$ cat src/rtl/mesh_label_hole_fill_unit_defines.svh
// ----------------------------------------------------------------------------
// mesh_label_hole_fill_unit_defines.svh
// Assertion macros shared by the mesh label hole fill RTL.
// ----------------------------------------------------------------------------
`ifndef MESH_LABEL_HOLE_FILL_UNIT_DEFINES_SVH
`define MESH_LABEL_HOLE_FILL_UNIT_DEFINES_SVH

`ifndef ASSERT_OFF

// Property must hold at every clock edge outside reset.
`define MLHF_ASSERT(lbl, clk, rst_n, prop, msg) \
    lbl: assert property (@(posedge clk) disable iff (!rst_n) prop) else $error(msg);

// Condition must never be true outside reset.
`define MLHF_ASSERT_NEVER(lbl, clk, rst_n, cond, msg) \
    lbl: assert property (@(posedge clk) disable iff (!rst_n) !(cond)) else $error(msg);

`else

`define MLHF_ASSERT(lbl, clk, rst_n, prop, msg)
`define MLHF_ASSERT_NEVER(lbl, clk, rst_n, cond, msg)

`endif

`endif

$ cat src/rtl/mlhf_pkg.sv
// ----------------------------------------------------------------------------
// mlhf_pkg
// Shared constants and types of the mesh label hole fill unit.
// ----------------------------------------------------------------------------
package mlhf_pkg;

    // Field widths
    localparam int NODE_W  = 10;
    localparam int LABEL_W = 8;
    localparam int OP_W    = 2;

    localparam int NODE_COUNT_DEF = 1024;

    // Operation codes carried in tuser
    localparam logic [OP_W-1:0] OP_MARK  = 2'd0;
    localparam logic [OP_W-1:0] OP_FILL  = 2'd1;
    localparam logic [OP_W-1:0] OP_CLEAR = 2'd2;

    // Triangle corners, one memory access each
    localparam int CORNERS = 3;
    localparam logic [1:0] CORNER_FIRST = 2'd0;
    localparam logic [1:0] CORNER_LAST  = 2'(CORNERS - 1);

    // Stream payload widths, packed and rounded up to whole bytes
    localparam int IN_FIELDS_W  = 3 * NODE_W + LABEL_W;
    localparam int IN_DATA_W    = ((IN_FIELDS_W + 7) / 8) * 8;
    localparam int OUT_FIELDS_W = LABEL_W + 1;
    localparam int OUT_DATA_W   = ((OUT_FIELDS_W + 7) / 8) * 8;

    // Each memory entry holds an epoch tag above the label.
    // Epoch zero marks an entry as never written in the current life.
    localparam int EPOCH_W = 8;
    localparam logic [EPOCH_W-1:0] EPOCH_FIRST = EPOCH_W'(1);
    localparam logic [EPOCH_W-1:0] EPOCH_MAX   = '1;
    localparam int ENTRY_W = EPOCH_W + LABEL_W;

    // Result buffer
    localparam int OUT_DEPTH = 2;
    localparam int CREDIT_W  = $clog2(OUT_DEPTH + 1);
    localparam int PTR_W     = (OUT_DEPTH > 1) ? $clog2(OUT_DEPTH) : 1;

    // Tag that travels alongside a fill read
    typedef struct packed {
        logic               vld;
        logic [1:0]         corner;
        logic               in_range;
        logic [LABEL_W-1:0] own_label;
    } fill_tag_t;

    // One result item
    typedef struct packed {
        logic               was_filled;
        logic [LABEL_W-1:0] new_label;
    } result_t;

endpackage

$ cat src/rtl/mlhf_eval.sv
// ----------------------------------------------------------------------------
// mlhf_eval
// Fill evaluator: checks returned node entries against the epoch, compares
// the three corner labels and queues the result in a small output buffer.
// ----------------------------------------------------------------------------
`include "mesh_label_hole_fill_unit_defines.svh"

module mlhf_eval (
    input  logic                            clk,
    input  logic                            rst_n,
    input  mlhf_pkg::fill_tag_t             tag,
    input  logic [mlhf_pkg::EPOCH_W-1:0]    epoch,
    input  logic [mlhf_pkg::ENTRY_W-1:0]    rdata,
    output logic                            out_valid,
    input  logic                            out_ready,
    output logic [mlhf_pkg::OUT_DATA_W-1:0] out_data,
    output logic                            out_pop
);

    localparam int LW = mlhf_pkg::LABEL_W;
    localparam int PW = mlhf_pkg::PTR_W;
    localparam logic [PW-1:0] PTR_LAST = PW'(mlhf_pkg::OUT_DEPTH - 1);

    mlhf_pkg::fill_tag_t tag_reg;
    logic [LW-1:0]       first_reg;
    logic                ok_reg;

    logic [LW-1:0]                rd_label;
    logic [mlhf_pkg::EPOCH_W-1:0] rd_epoch;
    logic                         hit, same, resolved, push;
    mlhf_pkg::result_t            res;

    mlhf_pkg::result_t             fifo_reg [mlhf_pkg::OUT_DEPTH];
    logic [PW-1:0]                 wr_ptr_reg, rd_ptr_reg;
    logic [mlhf_pkg::CREDIT_W-1:0] count_reg;

    // Tag aligned with the registered RAM read
    always_ff @(posedge clk or negedge rst_n)
    begin
        if (!rst_n)
        begin
            tag_reg <= '0;
        end
        else
        begin
            tag_reg <= tag;
        end
    end

    assign rd_label = rdata[LW-1:0];
    assign rd_epoch = rdata[mlhf_pkg::ENTRY_W-1:LW];

    // Node counts as labelled only when written since the last clear
    assign hit      = tag_reg.vld && tag_reg.in_range && (rd_epoch == epoch);
    assign same     = (rd_label == first_reg);
    assign resolved = ok_reg && hit && same;
    assign push     = tag_reg.vld && (tag_reg.corner == mlhf_pkg::CORNER_LAST);

    // Accumulate over corners
    always_ff @(posedge clk)
    begin
        if (tag_reg.vld)
        begin
            if (tag_reg.corner == mlhf_pkg::CORNER_FIRST)
            begin
                first_reg <= rd_label;
                ok_reg    <= hit;
            end
            else
            begin
                ok_reg <= resolved;
            end
        end
    end

    // Result selection: own label first, then the common node label
    always_comb
    begin
        if (tag_reg.own_label != '0)
        begin
            res.new_label  = tag_reg.own_label;
            res.was_filled = 1'b0;
        end
        else if (resolved)
        begin
            res.new_label  = first_reg;
            res.was_filled = 1'b1;
        end
        else
        begin
            res.new_label  = '0;
            res.was_filled = 1'b0;
        end
    end

    // Output buffer
    assign out_valid = (count_reg != '0);
    assign out_pop   = out_valid && out_ready;
    assign out_data  = {{(mlhf_pkg::OUT_DATA_W - mlhf_pkg::OUT_FIELDS_W){1'b0}},
                        fifo_reg[rd_ptr_reg]};

    always_ff @(posedge clk)
    begin
        if (push)
        begin
            fifo_reg[wr_ptr_reg] <= res;
        end
    end

    always_ff @(posedge clk or negedge rst_n)
    begin
        if (!rst_n)
        begin
            wr_ptr_reg <= '0;
            rd_ptr_reg <= '0;
            count_reg  <= '0;
        end
        else
        begin
            if (push)
            begin
                wr_ptr_reg <= (wr_ptr_reg == PTR_LAST) ? '0 : wr_ptr_reg + PW'(1);
            end
            if (out_pop)
            begin
                rd_ptr_reg <= (rd_ptr_reg == PTR_LAST) ? '0 : rd_ptr_reg + PW'(1);
            end
            count_reg <= count_reg + mlhf_pkg::CREDIT_W'(push)
                                   - mlhf_pkg::CREDIT_W'(out_pop);
        end
    end

    // Assertions
    `MLHF_ASSERT_NEVER(a_no_overflow, clk, rst_n, push && !out_pop && (count_reg == mlhf_pkg::CREDIT_W'(mlhf_pkg::OUT_DEPTH)), "result buffer overflow")
    `MLHF_ASSERT(a_corner_order, clk, rst_n, (tag_reg.vld && (tag_reg.corner == mlhf_pkg::CORNER_LAST)) |-> $past(tag_reg.vld && (tag_reg.corner == 2'd1)), "last corner without middle corner")
    `MLHF_ASSERT(a_filled_nonzero, clk, rst_n, (push && res.was_filled) |-> (res.new_label != '0), "filled result with zero label")

endmodule
$ cat config.mk
export PLATFORM = sky130hd
export DESIGN_NAME = mlhf_eval
export DESIGN_NICKNAME = d
export VERILOG_FILES = /design/src/rtl/mlhf_pkg.sv /design/src/rtl/mlhf_eval.sv
export VERILOG_INCLUDE_DIRS = /design/src /design/src/rtl
export SDC_FILE = /design/constraint.sdc
export NUM_CORES = 1
export LEC_CHECK = 0
export BUFFER_PORTS_ARGS = -buffer_cell sky130_fd_sc_hd__buf_4
export CORE_MARGIN = 5
export CORE_UTILIZATION = 45
export DETAILED_ROUTE_END_ITERATION = 16
export MAX_ROUTING_LAYER = met4
export PLACE_DENSITY_LB_ADDON = 0.05
export SLEW_MARGIN = 5
export SYNTH_ARGS = -nofsm -noshare
export SYNTH_HDL_FRONTEND = slang
export SYNTH_SLANG_ARGS = --single-unit
$ cat constraint.sdc
create_clock -name clk -period 1.75 [get_ports clk]
set_clock_uncertainty 0.1 [all_clocks]
set_input_delay 0.175 -clock clk [delete_from_list [all_inputs] [get_ports clk]]
set_output_delay 0.175 -clock clk [all_outputs]
set_load 0.01 [all_outputs]
# Word level (Yosys, flattened, before mapping)
# Memory sizes are Yosys's and may differ from the RTL's.
# Cells that the tools add are included.
[word_totals]
ff_bits = 25
mem_bits_rw = 18
inputBits = 39
output_inout_bits = 18
elab_cells = 34
memories = 1
[mem_list]
columns = ["name", "depth", "word_bits", "read_ports", "rd_ports_with_merged_regs", "write_ports", "line", "text"]
rows = [
  ["fifo_reg", 2, 9, 1, 0, 1, "mlhf_eval.sv:33", "mlhf_pkg::result_t fifo_reg [mlhf_pkg::OUT_DEPTH];"],
]
[classes]
addsub = 4
n_eq_ne = 3
mux = 7
n_reduce_logical = 10
[op_table]
columns = ["cell", "n"]
rows = [
  ["9-bit 2-to-1 mux", 2],
  ["8-bit == test", 2],
  ["8-bit nonzero test", 1],
  ["1-bit logical AND", 6],
  ["1-bit 2-to-1 mux", 5],
  ["1-bit adder, second input constant", 2],
  ["2-bit by 1-bit adder with 2-bit output", 1],
  ["2-bit == test, second input constant", 1],
  ["2-bit zero test", 1],
  ["2-bit AND reduction", 1],
  ["2-bit nonzero test", 1],
  ["2-bit by 1-bit subtractor with 2-bit output", 1],
]

# Logic depth before layout (Yosys ltp)
# Gate-level depths: netlist of the first run.
[logic_depth]
word_depth = 6
mapped_depth = 7
mapped_depth_nobuf = 7

# Least setup slack after synthesis of the first run
# Ideal clock, no wire load.
[synth_path]
path_kind = "reg-to-reg"
from = "register count_reg[0] (netlist bit)"
to = "register count_reg[1] (netlist bit)"
arrival_time_ps = 1636
required_time_ps = 1527
path_slack_ps = -108
path_stages_with_launch = 8
n_path_buf = 0
synth_period_minus_slack_ps = 1858
cell_sequence = "dfrtp_1 -> or2_2 -> and2_1 -> ha_1 -> inv_1 -> ha_1 -> xnor2_1 -> xnor2_1"
[synth_between]
elab_chain_len = 3
[synth_lines]
columns = ["item", "line", "text"]
rows = [
  ["start, declared", "mlhf_eval.sv:35", "logic [mlhf_pkg::CREDIT_W-1:0] count_reg;"],
  ["start signal, assigned", "mlhf_eval.sv:128", "count_reg <= count_reg + mlhf_pkg::CREDIT_W'(push)"],
  ["2-bit nonzero test", "mlhf_eval.sv:97", "assign out_valid = (count_reg != '0);"],
  ["named net out_valid", "mlhf_eval.sv:14", "output logic out_valid,"],
  ["1-bit logical AND", "mlhf_eval.sv:98", "assign out_pop = out_valid && out_ready;"],
  ["named net out_pop", "mlhf_eval.sv:17", "output logic out_pop"],
  ["2-bit by 1-bit subtractor with 2-bit output", "mlhf_eval.sv:129", "- mlhf_pkg::CREDIT_W'(out_pop);"],
]
# The timed path passes the listed nets, and every way through them passes these cells.
# A chain may end at the register's enable or synchronous reset.

# Worst setup path after layout of the first run
[layout_path]
from = "register count_reg[0] (netlist bit)"
to = "register count_reg[1] (netlist bit)"
[layout_between]
elab_chain_len = 3
[layout_lines]
columns = ["item", "line"]
rows = [
  ["branches (longest 2 deep; another with 2-bit by 1-bit adder with 2-bit output)", "n/a"],
  ["2-bit by 1-bit subtractor with 2-bit output *", "mlhf_eval.sv:129"],
]
# Every way passes the cells marked *.

==> results_dict.tcl, run 1 <==
set metrics [dict create \
    yosysSeqAreaShare_pct 66.8 \
    firstDrtPassIters 4 \
    row_count 23 \
    dp_hpwl_mm 2.57 \
    crit_slowest_cell "dfrtp_1" \
    stdcell_count 247 \
    critPathMaxFanout 2 \
    portBuffers 49 \
    fin_nets 237 \
    ys_ff_latch 43 \
    vdd_drop_max_uv 691 \
    fin_hold_ws_ns 0.180 \
    insertion_delay_ns 0.29 \
    drv_slew 0 \
    dp.cells 216 \
    postSynthAreaPerCell_sq_um 15.8 \
    grt_util_all_layers_pct 13.9 \
    synth.distinct_cells 26 \
    drt_first_iter_violations 30 \
    drcViolationCount 0 \
    ios 57 \
    cap_violations 0 \
    final_common_cell "buf_4" \
    setup_viol 0 \
    routed_wl_mm 3.33 \
    worstPathCellList "or2_4 -> and2_4 -> ha_4 -> inv_2 -> ha_4 -> xnor2_4 -> xnor2_2" \
    globalplace.congestion 0.778 \
    status "complete, no violations" \
    dieArea_sq_um 5400 \
    cpMostUsedCell "ha_4" \
    core_sq_um 3940 \
    htree_levels 2 \
    power_density_nw_per_um2 979 \
    vias_per_cell 4.70 \
    cp-start-kind "flop" \
    grt_pass1_vias 1234 \
    max_freq_mhz 585 \
    worstPathArrival_ns 1.78 \
    drive_gt1_share_pct 41.6 \
    fp.dieW_um 73.5 \
    grt_max_degree 17 \
    rsz0062_at_grt "true" \
    ant_nets 0 \
    cts_tree "built" \
    numCtsBuffers 5 \
    die_h_um 73.5 \
    largest_register_ffs 18 \
    cp_num_buf_inv 1 \
    hold_viol_final 0 \
    syn_inst 115 \
    min_path_type "in -> async" \
    vias 1161 \
    multi_input_area_sq_um 608 \
    wire_per_inst_um 13.5 \
    clkTransAtPathRegs_ns 0.07 \
    grt_antenna_before_repair 0 \
    initial_utilization_pct 46.0 \
    n_fill_cell 307 \
    ys_warn_count 0 \
    leakagePower_nw 1.11 \
    seqCellArea_sq_um 1210 \
    final_cell_mix "buf_4, edfxtp_1, dlygate4sd3_1" \
    max_stage_delay_ns 0.38 \
    fin_crit_sh_pct 97.8 \
    cts_root_buf "clkbuf_8" \
    num_antenna_cells 0 \
    cp_top_family "adder cells" \
    cts_buffer_depth 2 \
    netlist_area_sq_um 1810 \
    layout_min_cycle_time_ns 1.71 \
    clkSinkCount 43 \
    critPathKind "reg -> reg" \
    grt_first_pass_wirelength_mm 5.50 \
    required_ns 1.82 \
    area_delta_synth_final_pct 43.8 \
    cp-end-kind "flop" \
    grt_overflow_total 0 \
]
## cell families after synthesis
logic type,Yosys count,synth area share (%)
xor+xnor,20,10.1
mux,9,5.59
fa+ha+maj,2,1.38
buf+inv,12,4.00
simple gates,19,6.97
compound gates,9,4.97
flops,43,66.8
other cells,1,0.207
## what timing repair did
item	in CTS	in global routing
endpoints found under the setup margin	1	10
pin swaps	5	3
hold endpoints to repair	36	0
resized for setup	5	3
buffers inserted	2	0
hold buffers	21	0
## worst register-to-register path, cell delays in order, from the launching register on
cell and delay [ns]:
dfrtp_1 0.38, or2_4 0.25, and2_4 0.15, ha_4 0.26, inv_2 0.04, ha_4 0.16
xnor2_4 0.13, xnor2_2 0.14
## path summary, 6_finish.rpt
kind	slack, ns	from	to	cells after the start
worst max-delay path	0.04	count_reg[0]$_DFF_PN0_	count_reg[1]$_DFF_PN0_	7
worst min-delay path	0.18	rst_n	wr_ptr_reg$_DFFE_PN0P_	2
worst max register to register	0.04	count_reg[0]$_DFF_PN0_	count_reg[1]$_DFF_PN0_	7
worst min register to register	0.39	wr_ptr_reg$_DFFE_PN0P_	wr_ptr_reg$_DFFE_PN0P_	1
max in group asynchronous	1.17	rst_n	rd_ptr_reg$_DFFE_PN0P_	2
min in group clk	0.20	out_ready	rd_ptr_reg$_DFFE_PN0P_	4
## layer usage
metal,routed length (um),track usage (%)
met2,1670,22.9
met4,44,4.83
met1,1350,16.1
met5,0,-
met3,267,4.24
## metrics by stage
| stage | instance area (sq um) | utilization [%] | power (mW) | TNS (ns) | setup WS (ns) |
|---|---|---|---|---|---|
| after floorplan | 1840 | - | 1.60 | 0 | 0.0179 |
| after global placement | 2250 | 57.0 | 1.82 | 0 | 0.0445 |
| after detailed placement | 2250 | 57.0 | 1.84 | -0.0654 | -0.0654 |
| after CTS | 2590 | 65.6 | 2.54 | 0 | 0.00692 |
| after global routing | 2610 | 66.1 | 2.69 | -0.00874 | -0.00874 |
| final | 2610 | 66.1 | 2.55 | 0 | 0.0393 |
## where the power goes
part	switching (mW)	leakage (nW)	internal (mW)
combinational	0.270	0.633	0.446
sequential	0.0839	0.434	1.18
clock	0.298	0.0426	0.274
total	0.651	1.11	1.90
## cell type report
| class | count | area share [%] |
|---|---|---|
| clock inverter | 2 | 0.336 |
| clock buffer | 6 | 2.78 |
| multi-input combinational | 66 | 23.3 |
| sequential | 43 | 46.5 |
| inverter | 3 | 0.432 |
| timing repair buffer | 77 | 24.2 |
| tap | 50 | 2.40 |
## cell usage after synthesis (all sizes together)
cell	count	area [sq um]
nor4	3	33.8
xnor2	15	131
and2	2	12.5
clkbuf	1	3.75
nor3b	1	7.51
nor2	3	11.3
o211a	1	10.0
mux2	9	101
nand4	1	6.26
nand3b	1	7.51
nand2	1	3.75
and3	2	12.5
ha	2	25.0
nor3	1	10.0
nand3	3	15.0
a41o	8	80.1
conb	1	3.75
edfxtp	27	811
buf	8	57.6
inv	3	11.3
or2	1	6.26
xor2	5	51.3
dfrtp	16	400
Note: power is estimated with default switching activity, not from simulation.
==> run 2: changes to the inputs <==
Settings changed: CELL_PAD_IN_SITES_DETAIL_PLACEMENT from default to 1, CELL_PAD_IN_SITES_GLOBAL_PLACEMENT from default to 1, CORE_UTILIZATION 45 to 36.
==> run 2 against run 1 <==
Combinational power down 2%. First-iteration DRC count up 110%. Worst setup slack worse by 0.036 ns. Critical path type is now in -> reg. Highest routed layer unchanged. Critical endpoint is now fifo_reg[1][4]$_DFFE_PP_.
==> results_dict.tcl, run 2 (same netlist as run 1, synthesis figures left out) <==
set metrics [dict create \
    status "complete, no violations" \
    grt_pass1_vias 1417 \
    max_freq_mhz 572 \
    required_ns 1.79 \
    ant_nets 0 \
    cts_buffer_depth 2 \
    largest_register_ffs 18 \
    cts_root_buf "clkbuf_8" \
    rsz0062_at_grt "true" \
    die_h_um 81.0 \
    globalplace.congestion 0.717 \
    insertion_delay_ns 0.29 \
    cp_top_family "buffers and inverters" \
    worstPathCellList "dlygate4sd3_1 -> buf_4 -> xnor2_2 -> nand2_2 -> nor3_4 -> buf_6 -> buf_6 -> a41o_1" \
    drive_gt1_share_pct 45.9 \
    grt_overflow_total 0 \
    min_path_type "in -> async" \
    ios 57 \
    grt_max_degree 17 \
    fin_hold_ws_ns 0.174 \
    grt_util_all_layers_pct 14.0 \
    numCtsBuffers 5 \
    vias_per_cell 4.58 \
    drt_first_iter_violations 62 \
    final_common_cell "buf_4" \
    fin_crit_sh_pct 99.8 \
    portBuffers 49 \
    cap_violations 0 \
    initial_utilization_pct 37.6 \
    final_util_pct 55.4 \
    firstDrtPassIters 4 \
    num_antenna_cells 0 \
    power_density_nw_per_um2 961 \
    dieArea_sq_um 6560 \
    drv_slew 0 \
    multi_input_area_sq_um 666 \
    fin_nets 234 \
    max_stage_delay_ns 0.55 \
    crit_slowest_cell "dlygate4sd3_1" \
    routed_wl_mm 4.25 \
    worstPathArrival_ns 1.78 \
    layout_min_cycle_time_ns 1.75 \
    cts_tree "built" \
    seqCellArea_sq_um 1210 \
    setup_viol 0 \
    cp-start-kind "primary input" \
    final_cell_mix "buf_4, edfxtp_1, dlygate4sd3_1" \
    clkSinkCount 43 \
    drcViolationCount 0 \
    area_delta_synth_final_pct 47.1 \
    cp-end-kind "flop" \
    htree_levels 2 \
    row_count 25 \
    critPathKind "in -> reg" \
    critPathMaxFanout 5 \
    grt_first_pass_wirelength_mm 6.72 \
    cpMostUsedCell "buf_6" \
    cp_num_buf_inv 4 \
    hold_viol_final 0 \
    fp.dieW_um 81.0 \
    leakagePower_nw 1.14 \
    wire_per_inst_um 16.3 \
    clkTransAtPathRegs_ns 0.08 \
    vdd_drop_max_uv 335 \
    vias 1196 \
    grt_antenna_before_repair 0 \
    core_sq_um 4820 \
    n_fill_cell 491 \
    dp_hpwl_mm 3.08 \
]
[run 2: final timing paths]
path                                   startpoint  slack [ns]  cells past startpoint                        to
setup / recovery                         rdata[0]       0.003                      8  fifo_reg[1][4]$_DFFE_PP_
hold / removal                              rst_n        0.17                      2      tag_reg[0]$_DFF_PN0_
setup reg to reg           count_reg[1]$_DFF_PN0_        0.02                      7    count_reg[1]$_DFF_PN0_
hold reg to reg            wr_ptr_reg$_DFFE_PN0P_        0.40                      1    wr_ptr_reg$_DFFE_PN0P_
max in group asynchronous                   rst_n        1.18                      2    rd_ptr_reg$_DFFE_PN0P_
min in group clk                        out_ready        0.20                      4    rd_ptr_reg$_DFFE_PN0P_
[run 2: power breakdown]
part	internal, mW	leakage [nW]	switching (mW)	total, mW
combinational	0.425	0.670	0.277	0.702
sequential	1.18	0.434	0.0934	1.27
clock	0.272	0.0403	0.312	0.585
total	1.88	1.14	0.683	2.56
[run 2: stage by stage]
step                      std cells  setup TNS [ns]  setup slack (ns)  instance area [sq um]  power (mW)
after floorplan                 121               0            0.0179                   1840        1.60
final                           261               0           0.00327                   2670        2.56
after detailed placement        232         -0.0827           -0.0827                   2260        1.87
after global placement          232               0            0.0449                   2260        1.83
after CTS                       262               0           0.00112                   2590        2.56
after global routing            261          -0.285           -0.0355                   2670        2.71
[run 2: cell type report]
class | instances | area share (%)
Multi-Input combinational cell | 66 | 25.0
Sequential cell | 43 | 45.5
Timing Repair Buffer | 74 | 23.0
Tap cell | 67 | 3.14
Clock buffer | 6 | 2.72
Inverter | 3 | 0.422
Clock inverter | 2 | 0.282
[run 2: routing by layer]
layer,GRT usage [%],vias up,part of all wire (%)
met2,25.0,48,53
met3,3.66,9,4.9
li1,-,563,-
met5,-,-,0
met1,15.1,576,40
met4,4.56,0,2.1
[run 2: timing repair]
| item | 4_1_cts | 5_1_grt |
|---|---|---|
| setup buffers | 1 | 2 |
| hold buffers | 21 | 0 |
| pin swaps | 5 | 6 |
| setup endpoints to repair | 2 | 28 |
| gates resized for setup | 6 | 16 |
| endpoints found under the hold margin | 36 | 0 |
| gates cloned | 0 | 1 |
