==> src/rtl/mesh_label_hole_fill_unit_defines.svh <==
// ----------------------------------------------------------------------------
// mesh_label_hole_fill_unit_defines.svh
// Assertion macros shared by the mesh label hole fill RTL.
// ----------------------------------------------------------------------------
`ifndef MESH_LABEL_HOLE_FILL_UNIT_DEFINES_SVH
`define MESH_LABEL_HOLE_FILL_UNIT_DEFINES_SVH

`ifndef ASSERT_OFF

// Property must hold at every clock edge outside reset.
`define MLHF_ASSERT(lbl, clk, rst_n, prop, msg) \
    lbl: assert property (@(posedge clk) disable iff (!rst_n) prop) else $error(msg);

// Condition must never be true outside reset.
`define MLHF_ASSERT_NEVER(lbl, clk, rst_n, cond, msg) \
    lbl: assert property (@(posedge clk) disable iff (!rst_n) !(cond)) else $error(msg);

`else

`define MLHF_ASSERT(lbl, clk, rst_n, prop, msg)
`define MLHF_ASSERT_NEVER(lbl, clk, rst_n, cond, msg)

`endif

`endif

==> src/rtl/mlhf_pkg.sv <==
// ----------------------------------------------------------------------------
// mlhf_pkg
// Shared constants and types of the mesh label hole fill unit.
// ----------------------------------------------------------------------------
package mlhf_pkg;

    // Field widths
    localparam int NODE_W  = 10;
    localparam int LABEL_W = 8;
    localparam int OP_W    = 2;

    localparam int NODE_COUNT_DEF = 1024;

    // Operation codes carried in tuser
    localparam logic [OP_W-1:0] OP_MARK  = 2'd0;
    localparam logic [OP_W-1:0] OP_FILL  = 2'd1;
    localparam logic [OP_W-1:0] OP_CLEAR = 2'd2;

    // Triangle corners, one memory access each
    localparam int CORNERS = 3;
    localparam logic [1:0] CORNER_FIRST = 2'd0;
    localparam logic [1:0] CORNER_LAST  = 2'(CORNERS - 1);

    // Stream payload widths, packed and rounded up to whole bytes
    localparam int IN_FIELDS_W  = 3 * NODE_W + LABEL_W;
    localparam int IN_DATA_W    = ((IN_FIELDS_W + 7) / 8) * 8;
    localparam int OUT_FIELDS_W = LABEL_W + 1;
    localparam int OUT_DATA_W   = ((OUT_FIELDS_W + 7) / 8) * 8;

    // Each memory entry holds an epoch tag above the label.
    // Epoch zero marks an entry as never written in the current life.
    localparam int EPOCH_W = 8;
    localparam logic [EPOCH_W-1:0] EPOCH_FIRST = EPOCH_W'(1);
    localparam logic [EPOCH_W-1:0] EPOCH_MAX   = '1;
    localparam int ENTRY_W = EPOCH_W + LABEL_W;

    // Result buffer
    localparam int OUT_DEPTH = 2;
    localparam int CREDIT_W  = $clog2(OUT_DEPTH + 1);
    localparam int PTR_W     = (OUT_DEPTH > 1) ? $clog2(OUT_DEPTH) : 1;

    // Tag that travels alongside a fill read
    typedef struct packed {
        logic               vld;
        logic [1:0]         corner;
        logic               in_range;
        logic [LABEL_W-1:0] own_label;
    } fill_tag_t;

    // One result item
    typedef struct packed {
        logic               was_filled;
        logic [LABEL_W-1:0] new_label;
    } result_t;

endpackage

==> src/rtl/mlhf_seq.sv <==
// ----------------------------------------------------------------------------
// mlhf_seq
// Item sequencer: holds one triangle, drives the node RAM port one corner per cycle unless
// a clearing pass or a full result buffer holds it, keeps the label epoch and runs the RAM clearing pass.
// ----------------------------------------------------------------------------
`include "mesh_label_hole_fill_unit_defines.svh"

module mlhf_seq #(
    parameter int NODE_COUNT = mlhf_pkg::NODE_COUNT_DEF
) (
    input  logic                           clk,
    input  logic                           rst_n,
    // input transaction
    input  logic                           in_valid,
    output logic                           in_ready,
    input  logic [mlhf_pkg::IN_DATA_W-1:0] in_data,
    input  logic [mlhf_pkg::OP_W-1:0]      in_op,
    // result delivered on the output side
    input  logic                           out_pop,
    // node RAM port
    output logic                           mem_en,
    output logic                           mem_we,
    output logic [$clog2(NODE_COUNT)-1:0]  mem_addr,
    output logic [mlhf_pkg::ENTRY_W-1:0]   mem_wdata,
    // to the evaluator
    output mlhf_pkg::fill_tag_t            tag,
    output logic [mlhf_pkg::EPOCH_W-1:0]   epoch
);

    localparam int ADDR_W = $clog2(NODE_COUNT);
    localparam logic [ADDR_W-1:0] LAST_ADDR  = ADDR_W'(NODE_COUNT - 1);
    localparam logic [31:0]       NODE_LIMIT = 32'(NODE_COUNT);
    localparam int NW = mlhf_pkg::NODE_W;
    localparam int LW = mlhf_pkg::LABEL_W;

    // Held item
    logic                        item_vld_reg;
    logic [mlhf_pkg::OP_W-1:0]   op_reg;
    logic [NW-1:0]               node_a_reg, node_b_reg, node_c_reg;
    logic [LW-1:0]               label_reg;
    logic [1:0]                  step_reg, step_next;

    // Epoch, clearing pass and result credits
    logic [mlhf_pkg::EPOCH_W-1:0] epoch_reg, epoch_next;
    logic                         sweep_reg, sweep_next;
    logic [ADDR_W-1:0]            sweep_cnt_reg, sweep_cnt_next;
    logic [mlhf_pkg::CREDIT_W-1:0] pend_reg, pend_next;

    logic          is_mark, is_fill, is_clear, multi;
    logic          go, done, reserve, accept;
    logic [NW-1:0] cur_node;
    logic          in_range;
    logic [ADDR_W+NW-1:0] addr_wide;

    // Decode of the held item
    assign is_mark  = (op_reg == mlhf_pkg::OP_MARK) && (label_reg != '0);
    assign is_fill  = (op_reg == mlhf_pkg::OP_FILL);
    assign is_clear = (op_reg == mlhf_pkg::OP_CLEAR);
    assign multi    = is_mark || is_fill;

    // A fill only starts when a result slot is free
    assign go = item_vld_reg && !sweep_reg &&
                !(is_fill && (step_reg == mlhf_pkg::CORNER_FIRST) &&
                  (pend_reg >= mlhf_pkg::CREDIT_W'(mlhf_pkg::OUT_DEPTH)));
    assign done     = go && (!multi || (step_reg == mlhf_pkg::CORNER_LAST));
    assign reserve  = go && is_fill && (step_reg == mlhf_pkg::CORNER_FIRST);
    assign in_ready = !item_vld_reg || done;
    assign accept   = in_valid && in_ready;

    // Corner select
    always_comb
    begin
        unique case (step_reg)
            2'd0:    cur_node = node_a_reg;
            2'd1:    cur_node = node_b_reg;
            2'd2:    cur_node = node_c_reg;
            default: cur_node = node_a_reg;
        endcase
    end

    assign in_range  = (32'(cur_node) < NODE_LIMIT);
    assign addr_wide = {{ADDR_W{1'b0}}, cur_node};

    // RAM port: clearing pass has the port, else the current corner
    always_comb
    begin
        mem_en    = 1'b0;
        mem_we    = 1'b0;
        mem_addr  = addr_wide[ADDR_W-1:0];
        mem_wdata = {epoch_reg, label_reg};
        if (sweep_reg)
        begin
            mem_en    = 1'b1;
            mem_we    = 1'b1;
            mem_addr  = sweep_cnt_reg;
            mem_wdata = '0;
        end
        else if (go && is_mark)
        begin
            mem_en = in_range;
            mem_we = 1'b1;
        end
        else if (go && is_fill)
        begin
            mem_en = in_range;
        end
    end

    // Tag for the read issued this cycle
    always_comb
    begin
        tag.vld       = go && is_fill;
        tag.corner    = step_reg;
        tag.in_range  = in_range;
        tag.own_label = label_reg;
    end

    assign epoch = epoch_reg;

    // Next state
    always_comb
    begin
        step_next      = step_reg;
        epoch_next     = epoch_reg;
        sweep_next     = sweep_reg;
        sweep_cnt_next = sweep_cnt_reg;
        pend_next      = pend_reg + mlhf_pkg::CREDIT_W'(reserve)
                                  - mlhf_pkg::CREDIT_W'(out_pop);

        if (go && multi)
        begin
            step_next = (step_reg == mlhf_pkg::CORNER_LAST) ? mlhf_pkg::CORNER_FIRST
                                                            : step_reg + 2'd1;
        end

        // Clear bumps the epoch; on wrap the RAM is swept back to epoch zero
        if (go && is_clear)
        begin
            if (epoch_reg == mlhf_pkg::EPOCH_MAX)
            begin
                epoch_next     = mlhf_pkg::EPOCH_FIRST;
                sweep_next     = 1'b1;
                sweep_cnt_next = '0;
            end
            else
            begin
                epoch_next = epoch_reg + mlhf_pkg::EPOCH_W'(1);
            end
        end

        if (sweep_reg)
        begin
            if (sweep_cnt_reg == LAST_ADDR)
            begin
                sweep_next = 1'b0;
            end
            sweep_cnt_next = sweep_cnt_reg + ADDR_W'(1);
        end
    end

    // Control registers
    always_ff @(posedge clk or negedge rst_n)
    begin
        if (!rst_n)
        begin
            item_vld_reg  <= 1'b0;
            step_reg      <= mlhf_pkg::CORNER_FIRST;
            epoch_reg     <= mlhf_pkg::EPOCH_FIRST;
            sweep_reg     <= 1'b1;
            sweep_cnt_reg <= '0;
            pend_reg      <= '0;
        end
        else
        begin
            if (accept)
            begin
                item_vld_reg <= 1'b1;
            end
            else if (done)
            begin
                item_vld_reg <= 1'b0;
            end
            step_reg      <= step_next;
            epoch_reg     <= epoch_next;
            sweep_reg     <= sweep_next;
            sweep_cnt_reg <= sweep_cnt_next;
            pend_reg      <= pend_next;
        end
    end

    // Item payload
    always_ff @(posedge clk)
    begin
        if (accept)
        begin
            op_reg     <= in_op;
            node_a_reg <= in_data[NW-1:0];
            node_b_reg <= in_data[2*NW-1:NW];
            node_c_reg <= in_data[3*NW-1:2*NW];
            label_reg  <= in_data[3*NW+LW-1:3*NW];
        end
    end

    // Assertions
    `MLHF_ASSERT(a_credit_bound, clk, rst_n, pend_reg <= mlhf_pkg::CREDIT_W'(mlhf_pkg::OUT_DEPTH), "result credits exceed buffer depth")
    `MLHF_ASSERT(a_sweep_blocks_items, clk, rst_n, sweep_reg |-> !go, "item issued during clearing pass")
    `MLHF_ASSERT(a_wrap_starts_sweep, clk, rst_n, (go && is_clear && (epoch_reg == mlhf_pkg::EPOCH_MAX)) |=> (sweep_reg && (epoch_reg == mlhf_pkg::EPOCH_FIRST)), "epoch wrap without clearing pass")

endmodule

==> config.mk <==
export PLATFORM = sky130hd
export DESIGN_NAME = mlhf_seq
export DESIGN_NICKNAME = d
export VERILOG_FILES = /design/src/rtl/mlhf_pkg.sv /design/src/rtl/mlhf_seq.sv
export VERILOG_INCLUDE_DIRS = /design/src /design/src/rtl
export SDC_FILE = /design/constraint.sdc
export NUM_CORES = 1
export LEC_CHECK = 0
export ABC_AREA = 0
export BUFFER_PORTS_ARGS = -buffer_cell sky130_fd_sc_hd__buf_2
export CAP_MARGIN = 40
export CORE_ASPECT_RATIO = 0.75
export CORE_UTILIZATION = 54
export DETAILED_ROUTE_END_ITERATION = 10
export GPL_ROUTABILITY_DRIVEN = 0
export PLACE_DENSITY = 0.83
export SETUP_SLACK_MARGIN = 0.4
export SYNTH_ARGS = -nofsm -noshare
export SYNTH_HDL_FRONTEND = slang
export SYNTH_SLANG_ARGS = --single-unit
==> constraint.sdc <==
create_clock -name clk -period 10.25 [get_ports clk]
set_clock_uncertainty 0.2 [all_clocks]
set_input_delay 2.05 -clock clk [delete_from_list [all_inputs] [get_ports clk]]
set_output_delay 2.05 -clock clk [all_outputs]
set_load 0.03 [all_outputs]
# After elaboration in Yosys (flattened, before gate mapping)
# Index checks and enable logic that the tools add are counted.
totals:
  out_inout_bits: 49
  in_bits: 46
  regBits: 64
classes:
  n_eq_ne: 6
  add_sub_neg: 5
  magnitude_cmp: 1
  n_reduce_logical: 26
  mux: 19
ops:
  columns: ["op", "count"]
  rows:
  - ["10-bit two-way mux", 4]
  - ["10-bit case mux with 2 select lines", 1]
  - ["16-bit two-way mux", 1]
  - ["1-bit logical AND", 12]
  - ["1-bit two-way mux", 11]
  - ["10-bit by 1-bit adder with 10-bit output, second input constant", 1]
  - ["10-bit equality test, second input constant", 1]
  - ["8-bit by 1-bit adder with 8-bit output, second input constant", 1]
  - ["8-bit equality test, second input constant", 1]
  - ["8-bit two-way mux", 1]
  - ["8-bit nonzero test", 1]
  - ["2-bit nonzero test", 3]
  - ["2-bit by 1-bit equality test with 1-bit output, second input constant", 2]
  - ["2-bit equality test, second input constant", 2]
  - ["1-bit logical NOT", 4]
  - ["2-bit logical NOT", 2]
  - ["1-bit logical OR", 3]
  - ["2-bit by 1-bit adder with 2-bit output", 1]
  - ["2-bit by 1-bit adder with 2-bit output, second input constant", 1]
  - ["2-bit greater-or-equal comparator, second input constant", 1]
  - ["2-bit two-way mux", 1]
  - ["2-bit AND reduction", 1]
  - ["2-bit by 1-bit subtractor with 2-bit output", 1]

# Longest topological paths before layout
# Gate-level depths: netlist of run 1.
depth:
  depth_word: 9
  ltp_mapped: 8

# Least setup slack after synthesis of run 1
# No wires, ideal clock.
synth_path:
  path_kind: "input to register"
  startpoint: "input port in_valid"
  endpoint: "register label_reg[0] (enable)"
  arrival_ns: 3.777
  path_stages: 2
  slack_ns: 5.835
  setup_time_ns: 0.437
  t_required_ns: 9.613
  cell_sequence: "inv_1 > nor2_1"
synth_between:
  elab_chain_cells: 1
synth_lines:
  columns: ["element", "line", "rtl"]
  rows:
  - ["from (decl)", "mlhf_seq.sv:14", "input logic in_valid,"]
  - ["1-bit logical AND", "mlhf_seq.sv:68", "assign accept = in_valid && in_ready;"]
  - ["net accept", "mlhf_seq.sv:50", "logic go, done, reserve, accept;"]
  - ["to (signal assigned)", "mlhf_seq.sv:200", "label_reg <= in_data[3*NW+LW-1:3*NW];"]
  - ["to (decl)", "mlhf_seq.sv:40", "logic [LW-1:0] label_reg;"]
# The timed path passes the listed nets, and every way through them passes these cells.
# A chain may end at the register's enable or synchronous reset.

# Worst setup path in the final report of run 1
layout_path:
  startpoint: "register step_reg[0]"
  endpoint: "output port mem_addr[9]"
layout_between:
  elab_chain_cells: 3
  word_cells_on_any_way: 4
  cone_classes: "2 x eq/ne; 2 x mux"
layout_lines:
  columns: ["element", "line", "rtl"]
  rows:
  - ["from (decl)", "mlhf_seq.sv:41", "logic [1:0] step_reg, step_next;"]
  - ["from (signal assigned)", "mlhf_seq.sv:167", "step_reg <= mlhf_pkg::CORNER_FIRST;"]
  - ["from (signal assigned)", "mlhf_seq.sv:183", "step_reg <= step_next;"]
  - ["2-bit equality test / 2-bit by 1-bit equality test with 1-bit output (equally long branches)", "mlhf_seq.sv:73", "unique case (step_reg)"]
  - ["10-bit case mux with 2 select lines (*)", "mlhf_seq.sv:73", null]
  - ["10-bit two-way mux (*)", "mlhf_seq.sv:91", "if (sweep_reg)"]
  - ["to (decl)", "mlhf_seq.sv:23", "output logic [$clog2(NODE_COUNT)-1:0] mem_addr,"]
# Every way passes the cells marked *; elsewhere a longest branch is shown, timed or not.

==> flow_summary.ini, run 1 <==
[run_status]
status = complete, no violations

[detailed_routing]
drtIter0Drc = 140
wl_um = 5580
wl_per_cell_um = 13.4
num_vias = 2171
firstDrtPassIters = 4
drc_errors = 0
via_per_inst = 5.21
postRouteAntennaNets = 0

[floorplanning]
core.rowCount = 22
dieArea_sq_mm = 0.00571
ioPinCount = 95
die_h_um = 65.7
die_width_um = 87.0
start_util_pct = 58.0
core_area_sq_mm = 0.00504

[setup_path]
worstSetupStartpointType = register
worstPathRequired_ps = 8000
cp_max_fo = 11
crit_path_end_kind = output pin
worstSetupPathType = reg -> out
crit_arrival_ps = 2140

[clock_network]
ctsHoldBuffers = 0
clockBufferDepth = 2
cts_tree = yes
cts_setup_buffers = 0
numCtsBuffers = 9
cts_sinks = 64
clk_latency_ps = 350
clkTransAtPathRegs_ps = 70
clockRootBuffer = clkbuf_8
cts.htree.levels = 3
ctsResizeCount = 0

[yosys]
synth_cell_types = 42
netlist.area_leader.share_pct = 41.1
async_flop_share_pct = 37.5
ys_warn_count = 0
synth-seq-cells = 64
syn-num-nets = 303
syn_area_per_cell_sq_um = 11.7
synth_area_sq_mm = 0.00292
yosysSeqAreaShare_pct = 61.7
synth_top_flop_cell = edfxtp_1
synth_cells = 249
synth-edff-count = 40
synth_area_leaders = edfxtp_1 (41%), dfrtp_1 (19%), nand2_1 (4.9%)
synth_top_area_cell = edfxtp_1

[pwr]
p_leak_nw = 1.61
p_per_area_mw_per_mm2 = 271
vdd_ir_drop_max_mv = 0.163

[timing]
rsz0062_at_grt = false
final.setup.tns_ps = 0
worst_pin_slew_ps = 826
finalSetupViolCount = 0
hold_viol_final = 0
slew_headroom_pct = 44.9
report.final.slew_viol_count = 0
holdWs_ps = 315
min_period_ps = 4390
timing.final.crit_share_pct = 42.9
timing.fmax_mhz = 228

[grt]
antenna_found_initial = 0
grt_start_max_net_pins = 50
grt_pass1_wl_um = 8870
grt_usage_pct = 21.5
grt_pass1_vias = 1964
overflow = 0

[final_layout]
drive_above_1_share_pct = 35.1
nNetsFinal = 394
syn_to_final_growth_pct = 24.4
final_common_cell = buf_2
final_cell_mix = buf_2 (91), edfxtp_1 (40), nand2_1 (38), o21ai_1 (22), dfrtp_1 (22)
num_antenna_cells = 0

[place]
dp_hpwl_um = 4000
portBuffers = 91

[worst_hold_path]
hold_class = reg -> reg

[run]
max_cap_violations = 0
==> where the power goes <==
part	switching (W)	total (W)	internal (W)
Sequential	0.0000338	0.000357	0.000324
Combinational	0.000298	0.000435	0.000136
Clock	0.000103	0.000193	0.0000899
Total	0.000435	0.000985	0.000550
==> per-layer routing <==
| metal | wire length [um] | GRT usage, % | part of all wire [%] |
|---|---|---|---|
| met5 | 0 | 0 | 0 |
| met2 | 2610 | 34.3 | 47 |
| met1 | 2540 | 26.4 | 46 |
| met3 | 340 | 6.78 | 6.1 |
| met4 | 92 | 11.0 | 1.6 |
==> critical path: stages, from the launching register on <==
cell and delay (ps):
dfrtp_1 440, inv_1 110, ha_1 430, a22oi_1 170
nand2_1 100, o21ai_0 80, o21ai_1 210, buf_2 240
==> final timing paths <==
path | depth (start not counted) | start | slack [ps] | to
setup reg to reg | 5 | label_reg[7] | 7650 | node_a_reg[4]
max in group asynchronous | 1 | rst_n | 8010 | sweep_reg
hold / removal | 1 | epoch[7] | 320 | epoch[7]
hold reg to reg | 1 | epoch[7] | 320 | epoch[7]
min in group asynchronous | 1 | rst_n | 1470 | epoch[3]
setup / recovery | 7 | step_reg[0] | 5860 | mem_addr[9]
==> kinds of logic after synthesis <==
| kind of cell | count (synthesis) | synth area share, % |
|---|---|---|
| simple gates | 91 | 16.9 |
| flops | 64 | 61.7 |
| compound gates | 52 | 10.6 |
| buf+inv | 20 | 2.78 |
| xor+xnor | 9 | 2.70 |
| fa+ha+maj | 8 | 3.42 |
| mux | 4 | 1.71 |
| other cells | 1 | 0.128 |
==> metrics by stage <==
| step | setup WS [ps] | utilization (%) | cell area, sq um | total power (W) | instances |
|---|---|---|---|---|---|
| 2_1_floorplan | 5840 | - | 2920 | 0.000669 | 249 |
| 3_3_place_gp | 6320 | 68.1 | 3430 | 0.000781 | 400 |
| 3_5_place_dp | 6240 | 68.6 | 3460 | 0.000800 | 401 |
| 4_1_cts | 5830 | 72.2 | 3630 | 0.000995 | 417 |
| 5_1_grt | 5710 | 72.2 | 3630 | 0.00104 | 417 |
| 6_report | 5860 | 72.2 | 3630 | 0.000985 | 417 |
==> synth_stat cells (all sizes together), types with 2 or more instances <==
cell    number
nor2         6
dfrtp       22
or4          2
nand3       11
mux2         2
nor2b       16
and4         3
nand2b       2
and3         4
nand4        4
mux2i        2
ha           8
xnor2        7
inv          7
a22oi       10
clkbuf       8
buf          5
a21oi        3
xor2         2
o21ai       31
o31ai        4
dfstp        2
edfxtp      40
nand2       38
==> final cells by class <==
class	instances	area [sq um]
repair buffers	93	490
flip-flops and latches	64	1800
clock buffers	9	124
well taps	72	90.1
inverters	7	26.3
fillers	367	1400
clock inverters	7	55.1
multi-input cells	165	1040
(Power assumes the default switching activity.)
==> run 2: changes to the inputs <==
Settings changed: ABC_AREA 0 to 1, CORE_UTILIZATION 54 to 46, PLACE_DENSITY 0.83 to 0.75.
Clock period 10.25 ns to 4 ns, I/O delays scaled along.
==> flow_summary.ini, run 2 <==
[run_status]
status = complete, no violations

[yosys]
ys_warn_count = 0
yosysSeqAreaShare_pct = 60.8
synth_mux_area_share_pct = 0
yosys.area_share.simple_pct = 17.3
synthAdderAreaFrac_pct = 3.38
synthXorXnorAreaFrac_pct = 1.18
synth_compound_area_share_pct = 9.96
netlist.area_leader.share_pct = 40.5
async_flop_share_pct = 37.5
synth_area_sq_mm = 0.00297
yosysMostFrequentCell = nand2_1
synth_cells = 291
synth_cell_types = 36
synth_top_flop_cell = edfxtp_1
synth_top_family_by_area = simple AND/OR/NAND/NOR gates
synth_top_area_cell = edfxtp_1
synth-edff-count = 40
syn_area_per_cell_sq_um = 10.2
synth-seq-cells = 64
synth_common_cells = nand2_1 (48), edfxtp_1 (40), inv_1 (39)
syn-num-nets = 345
synth_area_leaders = edfxtp_1 (41%), dfrtp_1 (19%), nand2_1 (6.1%)

[pwr]
power_w = 0.00272
vdd_ir_drop_max_mv = 0.385
p_per_area_mw_per_mm2 = 733
p_leak_nw = 1.74

[setup_path]
critical_path.max_stage_delay_ps = 670
worst_path_most_repeated_cell = inv_1
crit_family = adder cells
worstSetupPathType = reg -> out
crit_slowest_cell = ha_1
worstPathRequired_ps = 3000
crit_chain = inv_1, ha_1, inv_1, a221oi_1, o21ai_0, buf_2
worstSetupStartpointType = register
crit_arrival_ps = 2130
crit_path_end_kind = output pin
critPathBufInv = 3
cp_max_fo = 19

[place]
portBuffers = 91
dp_hpwl_um = 4400
dp_slack_ps = 1220

[final_layout]
num_antenna_cells = 0
n_fill_cell = 514
nNetsFinal = 438
drive_above_1_share_pct = 30.3
final_cell_mix = buf_2 (91), nand2_1 (48), edfxtp_1 (40), inv_1 (39), nor2_1 (35)
syn_to_final_growth_pct = 25.1
final_common_cell = buf_2

[timing]
final.setup.tns_ps = 0
rsz0062_at_grt = false
slew_headroom_pct = 53.6
worst_pin_slew_ps = 695
fin_ws_ps = 872
timing.fmax_mhz = 320
min_period_ps = 3130
holdWs_ps = 257
timing.final.crit_share_pct = 78.2
finalSetupViolCount = 0
report.final.slew_viol_count = 0
hold_viol_final = 0

[clock_network]
cts_tree = yes
cts_sinks = 64
cts_setup_buffers = 0
numCtsBuffers = 9
ctsResizeCount = 0
clockBufferDepth = 2
clkTransAtPathRegs_ps = 60
cts.htree.levels = 3
clk_latency_ps = 330
clockRootBuffer = clkbuf_8
ctsHoldBuffers = 0

[grt]
grt_start_max_net_pins = 28
grt_usage_pct = 19.2
overflow = 0
grt_pass1_wl_um = 9670
antenna_found_initial = 0
grt_pass1_vias = 2129

[floorplanning]
core.rowCount = 24
die_width_um = 94.7
ioPinCount = 95
die_h_um = 71.5
core_area_sq_mm = 0.00601
start_util_pct = 49.4
dieArea_sq_mm = 0.00678

[detailed_routing]
wl_per_cell_um = 12.9
drc_errors = 0
postRouteAntennaNets = 0
drtIter0Drc = 104
wl_um = 6040
via_per_inst = 4.95
firstDrtPassIters = 4
num_vias = 2310

[run]
max_cap_violations = 0

[worst_hold_path]
hold_class = in -> async
run 2: cell families (layout without fill, tap and decap cells):
family,after synthesis,after routing
simple gates,112,112
flops,64,64
buf+inv,52,150
compound gates,50,50
fa+ha+maj,8,8
xor+xnor,4,4
other cells,1,1
run 2: power breakdown:
group | internal (W) | switching (W) | leakage, nW
combinational | 0.000360 | 0.000848 | 0.941
clock | 0.000362 | 0.000227 | 0.106
sequential | 0.000849 | 0.0000750 | 0.691
total | 0.00157 | 0.00115 | 1.74
run 2: metrics by stage:
step	instance area, sq um	instances	util [%]
4_1_cts	3710	467	61.8
2_1_floorplan	2970	291	-
6_report	3710	467	61.8
3_3_place_gp	3500	451	58.2
3_5_place_dp	3500	451	58.2
5_1_grt	3710	467	61.8
run 2: metal layers:
layer  up-vias  global-route usage (%)  routed length (um)
li1       1154                       -                   -
met1      1061                    25.0                2770
met2        90                    30.0                2720
met3         5                    7.32                 494
met4         0                    6.06                  49
met5         -                       0                   0
run 2: area by class of cell:
cell class / count / area (sq um) / share of cell area (%)
Tap cell: 78 / 97.6 / 2.63
Multi-Input combinational cell: 175 / 960 / 25.9
Timing Repair Buffer: 92 / 475 / 12.8
Inverter: 42 / 160 / 4.32
Sequential cell: 64 / 1800 / 48.6
Clock inverter: 5 / 71.3 / 1.92
Clock buffer: 11 / 141 / 3.81
run 2: worst paths after layout:
path	from	end	slack, ps	cells past startpoint
worst max-delay path	step_reg[0]	mem_addr[9]	870	6
max in group asynchronous	rst_n	sweep_reg	2970	1
min in group clk	pend_reg[0]	pend_reg[0]	290	1
worst min register to register	pend_reg[0]	pend_reg[0]	290	1
worst max register to register	sweep_reg	label_reg[4]	1340	6
worst min-delay path	rst_n	epoch[1]	260	1
